===== src/rtl/acgh_pkg.sv =====
package acgh_pkg;

  localparam int TABLE_SIZE = 256;
  localparam int IDX_W      = 8;
  localparam int TALLY_W    = 13;

  localparam logic [TALLY_W-1:0] TALLY_MAX  = 13'd8191;
  localparam logic [TALLY_W-1:0] TALLY_ZERO = 13'd0;

  // action codes
  localparam logic ACT_FIRST  = 1'b0;
  localparam logic ACT_SECOND = 1'b1;

  // one result item, is_permutation in the lowest bit
  typedef struct packed {
    logic too_long;
    logic is_permutation;
  } result_t;

endpackage


===== src/rtl/acgh_ram.sv =====
module acgh_ram #(
  parameter int WIDTH = 8,
  parameter int DEPTH = 256
) (
  input  logic                     clk,
  input  logic                     we,
  input  logic [$clog2(DEPTH)-1:0] waddr,
  input  logic [WIDTH-1:0]         wdata,
  input  logic                     re,
  input  logic [$clog2(DEPTH)-1:0] raddr,
  output logic [WIDTH-1:0]         rdata
);

  logic [WIDTH-1:0] mem [DEPTH];

  always_ff @(posedge clk) begin
    if (we) begin
      mem[waddr] <= wdata;
    end
    if (re) begin
      rdata <= mem[raddr];
    end
  end

endmodule


===== src/rtl/acgh_outq.sv =====
module acgh_outq import acgh_pkg::*; (
  input  logic       clk,
  input  logic       rst_n,
  input  logic       push,
  input  result_t    push_data,
  input  logic       pop_ready,
  output logic       pop_valid,
  output result_t    pop_data,
  output logic [2:0] count
);

  result_t    slot_r [4];
  logic [1:0] wr_ptr_r, wr_ptr_nxt;
  logic [1:0] rd_ptr_r, rd_ptr_nxt;
  logic [2:0] count_r, count_nxt;
  logic       pop;

  assign pop_valid = (count_r != 3'd0);
  assign pop_data  = slot_r[rd_ptr_r];
  assign count     = count_r;
  assign pop       = pop_valid && pop_ready;

  always_comb begin
    wr_ptr_nxt = push ? wr_ptr_r + 2'd1 : wr_ptr_r;
    rd_ptr_nxt = pop ? rd_ptr_r + 2'd1 : rd_ptr_r;
    count_nxt  = count_r + {2'b0, push} - {2'b0, pop};
  end

  always_ff @(posedge clk) begin
    if (!rst_n) begin
      wr_ptr_r <= 2'd0;
      rd_ptr_r <= 2'd0;
      count_r  <= 3'd0;
    end else begin
      wr_ptr_r <= wr_ptr_nxt;
      rd_ptr_r <= rd_ptr_nxt;
      count_r  <= count_nxt;
    end
  end

  always_ff @(posedge clk) begin
    if (push) begin
      slot_r[wr_ptr_r] <= push_data;
    end
  end

endmodule


===== src/rtl/anagram_check_by_histogram_top.sv =====
// Anagram check by character histogram.
//
// Input stream: one byte per transfer. in_tuser[0] is action (0 = first string,
// 1 = second string), in_tuser[1] is has_char (0 marks an item without a character),
// in_tdata carries the byte and in_tlast closes the current string.
// First-string bytes count up a 256-entry histogram, second-string bytes count
// it down; a transfer with action 1 and tlast 1 yields one result transfer:
// out_tdata[0] is_permutation, out_tdata[1] too_long.
// Throughput: one input transfer per cycle while in_tready is high. Each byte
// is one read-modify-write of the histogram RAM: read issued at acceptance,
// update and write-back in the following cycle, with a one-entry forwarding
// register covering back-to-back bytes that hit the same entry.
// Result path: a closing transfer is registered in stage one, then pushed into
// the output queue, whose count raises out_tvalid.
// Stall: results wait in a four-entry output queue. in_tready drops only while
// the queue plus an in-flight closing item would leave no room for one more
// result, so a stalled receiver stops the input after at most four pending
// results.
// Reset: counters, flags and per-entry used bits clear on the synchronous reset;
// no clearing pass over the RAM is needed. The used bits also clear together
// after each result, starting the next pair from an empty histogram.
module anagram_check_by_histogram_top import acgh_pkg::*; #(
  parameter int MAX_LEN  = 4096,
  parameter int ALPHABET = 256
) (
  input  logic       clk,
  input  logic       rst_n,
  input  logic       in_tvalid,
  output logic       in_tready,
  input  logic [7:0] in_tdata,   // [7:0] char_byte
  input  logic [1:0] in_tuser,   // [0] action, [1] has_char
  input  logic       in_tlast,
  output logic       out_tvalid,
  input  logic       out_tready,
  output logic [7:0] out_tdata   // [0] is_permutation, [1] too_long, [7:2] zero
);

  localparam int LEN_W = $clog2(MAX_LEN + 1);
  localparam logic [LEN_W-1:0] LEN_CAP   = LEN_W'(MAX_LEN);
  localparam logic [8:0]       ALPHA_LIM = 9'(ALPHABET);
  localparam logic [IDX_W-1:0] ALPHA_TOP = IDX_W'(ALPHABET - 1);

  // input decode
  logic             accept;
  logic [IDX_W-1:0] in_idx;

  // stage one: item whose RAM read is in flight
  logic             s1_valid_r;
  logic [IDX_W-1:0] s1_idx_r;
  logic             s1_action_r;
  logic             s1_has_r;
  logic             s1_last_r;
  logic             s1_pend;

  // histogram RAM
  logic [TALLY_W-1:0] ram_rdata;

  // forwarding of the previous cycle's write
  logic               fwd_valid_r, fwd_valid_nxt;
  logic [IDX_W-1:0]   fwd_idx_r;
  logic [TALLY_W-1:0] fwd_data_r;

  // pair state
  logic [TABLE_SIZE-1:0] used_r, used_nxt;
  logic [LEN_W-1:0]      first_len_r, first_len_nxt;
  logic [LEN_W-1:0]      second_len_r, second_len_nxt;
  logic                  mismatch_r, mismatch_nxt;
  logic                  overflow_r, overflow_nxt;

  // stage two update
  logic               upd;
  logic               emit;
  logic [TALLY_W-1:0] cur_raw;
  logic [TALLY_W-1:0] cur;
  logic [TALLY_W-1:0] tally_new;
  logic [LEN_W-1:0]   first_upd, second_upd;
  logic               mismatch_upd, overflow_upd;
  result_t            res;

  // output queue
  logic [2:0] q_count;
  result_t    q_data;

  // Hold off input only when the queue cannot take every result in flight.
  assign s1_pend   = s1_valid_r && (s1_action_r == ACT_SECOND) && s1_last_r;
  assign in_tready = ({1'b0, q_count} + {3'b0, s1_pend}) < 4'd4;
  assign accept    = in_tvalid && in_tready;

  // Saturate bytes outside the alphabet to its top entry.
  assign in_idx = ({1'b0, in_tdata} >= ALPHA_LIM) ? ALPHA_TOP : in_tdata;

  always_ff @(posedge clk) begin
    if (!rst_n) begin
      s1_valid_r <= 1'b0;
    end else begin
      s1_valid_r <= accept;
    end
  end

  always_ff @(posedge clk) begin
    if (accept) begin
      s1_idx_r    <= in_idx;
      s1_action_r <= in_tuser[0];
      s1_has_r    <= in_tuser[1];
      s1_last_r   <= in_tlast;
    end
  end

  assign upd  = s1_valid_r && s1_has_r;
  assign emit = s1_valid_r && (s1_action_r == ACT_SECOND) && s1_last_r;

  acgh_ram #(
    .WIDTH (TALLY_W),
    .DEPTH (TABLE_SIZE)
  ) u_tally_ram (
    .clk   (clk),
    .we    (upd),
    .waddr (s1_idx_r),
    .wdata (tally_new),
    .re    (accept),
    .raddr (in_idx),
    .rdata (ram_rdata)
  );

  always_comb begin
    // Take the previous write when it hit the same entry; the RAM read missed it.
    cur_raw = (fwd_valid_r && (fwd_idx_r == s1_idx_r)) ? fwd_data_r : ram_rdata;
    // An entry not touched since the last clear reads as zero.
    cur = used_r[s1_idx_r] ? cur_raw : TALLY_ZERO;

    tally_new    = cur;
    first_upd    = first_len_r;
    second_upd   = second_len_r;
    mismatch_upd = mismatch_r;
    overflow_upd = overflow_r;

    if (upd) begin
      if (s1_action_r == ACT_FIRST) begin
        if (cur != TALLY_MAX) begin
          tally_new = cur + TALLY_W'(1);
        end
        if (first_len_r >= LEN_CAP) begin
          overflow_upd = 1'b1;
          first_upd    = LEN_CAP;
        end else begin
          first_upd = first_len_r + LEN_W'(1);
        end
      end else begin
        if (cur == TALLY_ZERO) begin
          mismatch_upd = 1'b1;
        end else begin
          tally_new = cur - TALLY_W'(1);
        end
        if (second_len_r >= LEN_CAP) begin
          overflow_upd = 1'b1;
          second_upd   = LEN_CAP;
        end else begin
          second_upd = second_len_r + LEN_W'(1);
        end
      end
    end

    res.is_permutation = !mismatch_upd && !overflow_upd && (first_upd == second_upd);
    res.too_long       = overflow_upd;

    // A result ends the pair: drop every tally and counter.
    if (emit) begin
      used_nxt       = '0;
      first_len_nxt  = '0;
      second_len_nxt = '0;
      mismatch_nxt   = 1'b0;
      overflow_nxt   = 1'b0;
      fwd_valid_nxt  = 1'b0;
    end else begin
      used_nxt = used_r;
      if (upd) begin
        used_nxt[s1_idx_r] = 1'b1;
      end
      first_len_nxt  = first_upd;
      second_len_nxt = second_upd;
      mismatch_nxt   = mismatch_upd;
      overflow_nxt   = overflow_upd;
      fwd_valid_nxt  = upd;
    end
  end

  always_ff @(posedge clk) begin
    if (!rst_n) begin
      used_r       <= '0;
      first_len_r  <= '0;
      second_len_r <= '0;
      mismatch_r   <= 1'b0;
      overflow_r   <= 1'b0;
      fwd_valid_r  <= 1'b0;
    end else begin
      used_r       <= used_nxt;
      first_len_r  <= first_len_nxt;
      second_len_r <= second_len_nxt;
      mismatch_r   <= mismatch_nxt;
      overflow_r   <= overflow_nxt;
      fwd_valid_r  <= fwd_valid_nxt;
    end
  end

  always_ff @(posedge clk) begin
    if (upd) begin
      fwd_idx_r  <= s1_idx_r;
      fwd_data_r <= tally_new;
    end
  end

  acgh_outq u_outq (
    .clk       (clk),
    .rst_n     (rst_n),
    .push      (emit),
    .push_data (res),
    .pop_ready (out_tready),
    .pop_valid (out_tvalid),
    .pop_data  (q_data),
    .count     (q_count)
  );

  assign out_tdata = {6'b0, q_data};

endmodule


===== config.mk =====
export PLATFORM = sky130hd
export DESIGN_NAME = anagram_check_by_histogram_top
export DESIGN_NICKNAME = d
export VERILOG_FILES = /design/src/rtl/acgh_pkg.sv /design/src/rtl/acgh_ram.sv /design/src/rtl/acgh_outq.sv /design/src/rtl/anagram_check_by_histogram_top.sv
export SDC_FILE = /design/constraint.sdc
export NUM_CORES = 2
export LEC_CHECK = 0
export CORE_ASPECT_RATIO = 1.2
export CORE_MARGIN = 3
export CORE_UTILIZATION = 30
export DETAILED_ROUTE_END_ITERATION = 6
export DONT_BUFFER_PORTS = 1
export GPL_TIMING_DRIVEN = 0
export PLACE_DENSITY = 0.5
export RECOVER_POWER = 50
export SLEW_MARGIN = 30
export SYNTH_ARGS = -nofsm -noshare
export SYNTH_HDL_FRONTEND = slang
export SYNTH_HIERARCHICAL = 1
export SYNTH_SLANG_ARGS = --single-unit

===== constraint.sdc =====
create_clock -name clk -period 17.7 [get_ports clk]
set_input_delay 1.77 -clock clk [delete_from_list [all_inputs] [get_ports clk]]
set_output_delay 1.77 -clock clk [all_outputs]
set_load 0.05 [all_outputs]

# [Yosys cells after proc, flatten, opt, wreduce, memory -nomap -nowiden]
# Memory sizes are Yosys's and may differ from the RTL's. A register that Yosys moved wholly into a read port is not among the register bits.
# Index checks and enable logic that the tools add are counted.
[classes] addsub=9 order_cmp=5 eq_ne=3 muxes=29 bitwise_logic=2 n_reduce_logical=14
[op_table] op="OR 256 bit" n=1
[op_table] op="two-way mux 13 bit" n=12
[op_table] op="adder 13 x 1 -> 13 bit, second input constant" n=3
[op_table] op="greater-or-equal comparator 13 bit, second input constant" n=2
[op_table] op="equality test 13 bit" n=1
[op_table] op="zero test 13 bit" n=1
[op_table] op="two-way mux 1 bit" n=13
[op_table] op="inequality test 13 bit, second input constant" n=1
[op_table] op="subtractor 13 x 1 -> 13 bit, second input constant" n=1
[op_table] op="logical AND 1 bit" n=9
[op_table] op="< comparator 8 x 9 -> 1 bit, second input constant" n=1
[op_table] op="binary-select mux 1 bit (select 8 bit)" n=1
[op_table] op="demux 1 bit (select 8 bit)" n=1
[op_table] op="equality test 8 bit" n=1
[op_table] op="greater-or-equal comparator 8 x 1 -> 1 bit, second input constant" n=1
[op_table] op="adder 2 x 1 -> 2 bit, second input constant" n=2
[op_table] op="adder 3 x 1 -> 4 bit" n=1
[op_table] op="< comparator 4 x 3 -> 1 bit, second input constant" n=1
[op_table] op="two-way mux 2 bit" n=2
[op_table] op="adder 3 x 1 -> 3 bit" n=1
[op_table] op="nonzero test 3 bit" n=1
[op_table] op="subtractor 3 x 1 -> 3 bit" n=1
[op_table] op="zero test 1 bit" n=2
[op_table] op="OR reduction 2 bit" n=1
[op_table] op="inverter 1 bit" n=1
[word_totals] regBits=325 ramBits=3336 inputBits=15 out_inout_bits=10 word_cells=80 memories=2
[memory_table] name="u_tally_ram.mem" words=256 word_bits=13 read_ports=1 rd_ports_with_merged_regs=1 wr=1 line_no="acgh_ram.sv:14" text="logic [WIDTH-1:0] mem [DEPTH];"
[memory_table] name="u_outq.slot_r" words=4 word_bits=2 read_ports=1 rd_ports_with_merged_regs=1 wr=1 line_no="acgh_outq.sv:12" text="result_t slot_r [4];"

# [Depth between registers and ports, before layout]
[logic_depth] word_depth=11 depth_mapped=20 ltp_nobuf=15

# [Cells and area by module]
# The synthesis kept the hierarchy.
[modules_own_cells] mod="acgh_ram" n_inst=1 cells_each=5729 area_each_um2=128514.5 seq_area_each_um2=100326.2
[modules_own_cells] mod="anagram_check_by_histogram_top" n_inst=1 cells_each=1594 area_each_um2=14437.6 seq_area_each_um2=6686.4
[modules_own_cells] mod="acgh_outq" n_inst=1 cells_each=54 area_each_um2=755.7 seq_area_each_um2=420.4

# [Least setup slack after synthesis]
# No wires, ideal clock.
[synth_timing] kind="register -> register" start="reg s1_idx_r[0]" end="reg fwd_data_r[0] (data pin)" setup_ns=2.436 t_arrival_ns=14.195 slack_ns=1.069 stages_incl_launch_ff=18 path_buffers=5 period_less_slack_ns=16.631 cell_sequence="edfxtp_1 buf_6 buf_6 buf_6 a2111oi_0 nor4_1 o41a_1 a211oi_2 a21o_4 buf_4 nor2_1 inv_1 ha_1 clkbuf_1 o21ai_0 nor3_2 a21oi_1 a311oi_1"
[synth_between] elab_chain_len=8 elab_cells_between_ends=14 classes_between="2 x add/sub; 2 x eq/ne; 8 x mux; 2 x reduce/logical"
[synth_lines] element="start: declaration" line_no="anagram_check_by_histogram_top.sv:49" text="logic [IDX_W-1:0] s1_idx_r;"
[synth_lines] element="start signal: assignment" line_no="anagram_check_by_histogram_top.sv:102" text="s1_idx_r <= in_idx;"
[synth_lines] element="branches (longest 3 deep; another with binary-select mux 1 bit (select 8 bit))"
[synth_lines] element="two-way mux 13 bit (*)" line_no="anagram_check_by_histogram_top.sv:129" text="cur = used_r[s1_idx_r] ? cur_raw : TALLY_ZERO;"
[synth_lines] element="adder 13 x 1 -> 13 bit, or another cell as far along" line_no="anagram_check_by_histogram_top.sv:140" text="tally_new = cur + TALLY_W'(1);"
[synth_lines] element="two-way mux 13 bit, on equally long branches" line_no="anagram_check_by_histogram_top.sv:139, anagram_check_by_histogram_top.sv:149"
[synth_lines] element="two-way mux 13 bit" line_no="anagram_check_by_histogram_top.sv:138" text="if (s1_action_r == ACT_FIRST) begin"
[synth_lines] element="two-way mux 13 bit (*)" line_no="anagram_check_by_histogram_top.sv:137" text="if (upd) begin"
[synth_lines] element="net tally_new[0]" line_no="anagram_check_by_histogram_top.sv:75" text="logic [TALLY_W-1:0] tally_new;"
[synth_lines] element="end signal: assignment" line_no="anagram_check_by_histogram_top.sv:208" text="fwd_data_r <= tally_new;"
[synth_lines] element="end: declaration" line_no="anagram_check_by_histogram_top.sv:61" text="logic [TALLY_W-1:0] fwd_data_r;"
# Mark *: on every way through the listed nets, which the timed path passes. The select of a mux whose other input is x is not followed.
# A chain may end at the register's enable or synchronous reset.

# [Worst setup path after layout]
[layout_timing] start="reg s1_idx_r[3]" end="mem u_tally_ram/mem[24][9] (netlist name) (data pin)"
[layout_between] elab_chain_len=8 elab_cells_between_ends=14 classes_between="2 x add/sub; 2 x eq/ne; 8 x mux; 2 x reduce/logical"
[layout_lines] element="branches (longest 3 deep; another with binary-select mux 1 bit (select 8 bit))"
[layout_lines] element="two-way mux 13 bit (*)" line_no="anagram_check_by_histogram_top.sv:129"
[layout_lines] element="adder 13 x 1 -> 13 bit, or another cell as far along" line_no="anagram_check_by_histogram_top.sv:140"
[layout_lines] element="two-way mux 13 bit, on equally long branches" line_no="anagram_check_by_histogram_top.sv:139, anagram_check_by_histogram_top.sv:149"
[layout_lines] element="two-way mux 13 bit" line_no="anagram_check_by_histogram_top.sv:138"
[layout_lines] element="two-way mux 13 bit (*)" line_no="anagram_check_by_histogram_top.sv:137"
[layout_lines] element="net tally_new[9]" line_no="anagram_check_by_histogram_top.sv:75"
[layout_lines] element="end: declaration" line_no="acgh_ram.sv:14"
# Marked as above.

==> flow_metrics.env <==
export IMPL_drt_met1_wl_um=188400
export IMPL_ctsHoldBuffers=0
export IMPL_drv_cap=91
export IMPL_rows=277
export IMPL_grt_setup_unrepaired="false"
export IMPL_synth_cell_type_count=92
export IMPL_layout_min_cycle_time_ns=10.53
export IMPL_numCtsBuffers=388
export IMPL_synth_top_cells_by_area="edfxtp_1 (71%), mux4_2 (13%), dfxtp_1 (4.1%), mux2i_1 (2.1%), nor2_1 (1.7%)"
export IMPL_cts_root_buf="clkbuf_16"
export IMPL_synthArstFlopShare_pct=0
export IMPL_path_class="reg2reg"
export IMPL_slew_headroom_pct=-36.36
export IMPL_yosys_warnings=6
export IMPL_die_y_um=764.2
export IMPL_layout_drive_gt1_share_pct=23.03
export IMPL_failed_checks="capacitance limit, slew limit"
export IMPL_hold_slack_ns=0.4634
export IMPL_final_antenna_net_count=0
export IMPL_top_layer="met5"
export IMPL_postCtsSetupBuffers=0
export IMPL_ios=25
export IMPL_p_comb_share_pct=11.3
export IMPL_fin_tns_setup_ns=0
export IMPL_area_growth_pct=16.60
export IMPL_finalMaxSlewViolations=1193
export IMPL_drc=0
export IMPL_synthFlopType="edfxtp_1"
export IMPL_viasPerCell=5.446
export IMPL_synth_edf_count=3381
export IMPL_first_pass_iters=6
export IMPL_synth_seq_cells=3676
export IMPL_clockBufferDepth=4
export IMPL_wl_per_cell_um=34.63
export IMPL_fin_nets=8070
export IMPL_crit_path_max_fanout=13
export IMPL_hpwlAfterDp_um=367300
export IMPL_r2r_slack_ns=7.17
export IMPL_hold_class="reg2reg"
export IMPL_worst_skew_pair_late_latency_ns=1.03
export IMPL_netlist_area_um2=143700
export IMPL_drt_initial_drc_count=10640
export IMPL_h_tree_depth=5
export IMPL_powerDensity_nw_per_um2=121.1
export IMPL_endpoint_kind="flip-flop"
export IMPL_synth_cells=7377
export IMPL_p_leak_nw=52.76
export IMPL_fin_util_pct=35.21
export IMPL_die_w_um=637.8
export IMPL_synth_area_per_cell_um2=19.48
export IMPL_seq_area_um2=107400
export IMPL_swShare_pct=24.99
export IMPL_p_switching_mw=5.070
export IMPL_coreArea_um2=475900
export IMPL_cp_required_ns=18.47
export IMPL_routed_wl_um=507000
export IMPL_worstSetupStartpointType="flip-flop"
export IMPL_antenna_found_initial=46
export IMPL_p_clk_share_pct=39.0
export IMPL_fin_worst_skew_ns=0.07008
export IMPL_path_common_cell="buf_2"
export IMPL_ctsResizeCount=0
export IMPL_status="complete, but fails checks"
export IMPL_clk_pin_slew_ns=0.06
export IMPL_yosysSeqAreaShare_pct=74.76
export IMPL_start_util_pct=30.20
export IMPL_fillCellCount=44396
export IMPL_seqPwrFrac_pct=49.7
export IMPL_clock_fmax_ghz=0.09499
export IMPL_port_buffers=0
export IMPL_slowest_delay_ns=0.81
export IMPL_min_period_over_period_pct=59.48
export IMPL_grtUsageTotal_pct=20.32
export IMPL_first_global_vias=78809
export IMPL_grt_pass1_wl_um=680800
export IMPL_crit_slowest_cell="clkbuf_1"
export IMPL_yosysTopAreaCell="edfxtp_1"
export IMPL_setup_viol=0
export IMPL_dieArea_um2=487400
export IMPL_multi_input_area_um2=34000
export IMPL_cts_sinks=3676
export IMPL_hold_viol=0
export IMPL_worstMarginPinSlew_ns=2.045
export IMPL_synthDominantCellAreaShare_pct=70.65
export IMPL_grt_overflow=0
export IMPL_vdd_drop_max_mv=0.07427
export IMPL_grt_max_degree=73
export IMPL_place_congestion=0.9592
export IMPL_arrival_ns=11.29
export IMPL_routed_via_count=79734
export IMPL_internal_power_mw=15.22
export IMPL_cts_tree="done"
export IMPL_dr_wl_met2_um=238400
export IMPL_dr_wl_met3_um=43040
[cells in the mapped netlist, types with 23 or more instances]
master    count
and3_1       23
a221oi_1     55
buf_6        56
buf_4        54
nor2b_1      63
buf_1        29
a211oi_1     50
mux2i_1     297
a22oi_1      72
nor3_1       52
buf_2        81
dfxtp_1     295
nand2b_1     23
clkbuf_1    232
nand2_1     147
mux4_2      842
o22ai_1      49
o21ai_0      40
edfxtp_1   3381
nor2_1      636
nand4_1      23
o221ai_1     71
a22o_1       40
nand3_1      52
a21oi_1     384
[final timing paths]
kind | start | endpoint | cells past startpoint
setup / recovery | s1_idx_r[3] | u_tally_ram/mem[24][9] | 30
hold / removal | used_r[224] | used_r[224] | 2
setup reg to reg | s1_idx_r[3] | u_tally_ram/mem[24][9] | 30
hold reg to reg | used_r[224] | used_r[224] | 2
[cells in the final DEF (no fill, tap or decap), drive strengths merged, types with 54 or more instances in the layout]
cell    synthesis  final
clkbuf        232    835
clkinv          3    146
nand2         147    147
a221oi         56     56
o221ai         71     71
buf           232    400
mux2i         297    297
edfxtp       3381   3381
dfxtp         295    295
nor2          638    638
nor3           54     54
a21oi         385    385
nor2b          63     63
mux4          845    845
a22oi          72     72
[final cells by class]
| cell class | count | area share, % |
|---|---|---|
| inverter | 25 | 0.05675 |
| tap | 6277 | 4.687 |
| clock inverter | 190 | 1.054 |
| multi-input combinational | 3217 | 20.29 |
| timing repair buffer | 269 | 1.979 |
| sequential | 3676 | 64.11 |
| clock buffer | 502 | 6.179 |
| antenna | 21 | 0.03136 |
| buffer | 464 | 1.609 |
[worst max-delay path, delay by kind of cell, from the launching register on]
kind	cells	cell delay, ns
buffers and inverters	18	5.90
adder cells (fa/ha/maj)	1	0.14
AND/OR/NAND/NOR	2	0.83
multiplexers	1	0.44
flip-flops	1	0.68
AO/OA/AOI/OAI	8	2.26
[power by group through the flow]
stage                     Sequential, mW  Clock [mW]  Combinational (mW)
after detailed placement            10.3           0                2.28
final                               10.1        7.91                2.29
after global placement              11.0           0                1.81
after CTS                           10.1        8.05                2.29
after global routing                10.1        8.38                2.36
after floorplan                     10.6           0               0.935
[flip-flops by register name, indices dropped and copies added (netlist names), 8 cells and up, named ones only]
signal and cells:
fwd_idx_r 8, u_tally_ram/mem 3328, u_outq/slot_r 8, u_tally_ram/rdata 13
fwd_data_r 13, second_len_r 13, used_r 256, s1_idx_r 8
first_len_r 13
[metal layers]
metal / GRT usage (%) / vias to the layer above
li1: - / 31675
met1: 25.29 / 43025
met2: 33.18 / 4057
met3: 3.756 / 971
met4: 11.88 / 6
met5: 0 / -
[per-stage QoR]
step,setup WS (ns),std cells,instance area [um2],total power [mW]
2_1_floorplan,1.069,7382,143700,11.49
3_3_place_gp,-17.32,13659,151600,12.78
3_5_place_dp,8.482,13928,157300,12.55
4_1_cts,8.450,14620,169500,20.42
5_1_grt,6.737,14631,167500,20.83
6_report,7.173,14641,167600,20.29
[cells by family after synthesis]
group,after synthesis,share of synthesized area [%]
flip-flops,3676,74.76
multiplexers,1162,15.48
AND/OR/NAND/NOR,1109,3.442
AO/OA/AOI/OAI,903,4.153
buffers and inverters,489,1.889
XOR/XNOR,23,0.1497
adder cells (fa/ha/maj),14,0.1271
other,1,0.002609
(Power assumes the default switching activity.)
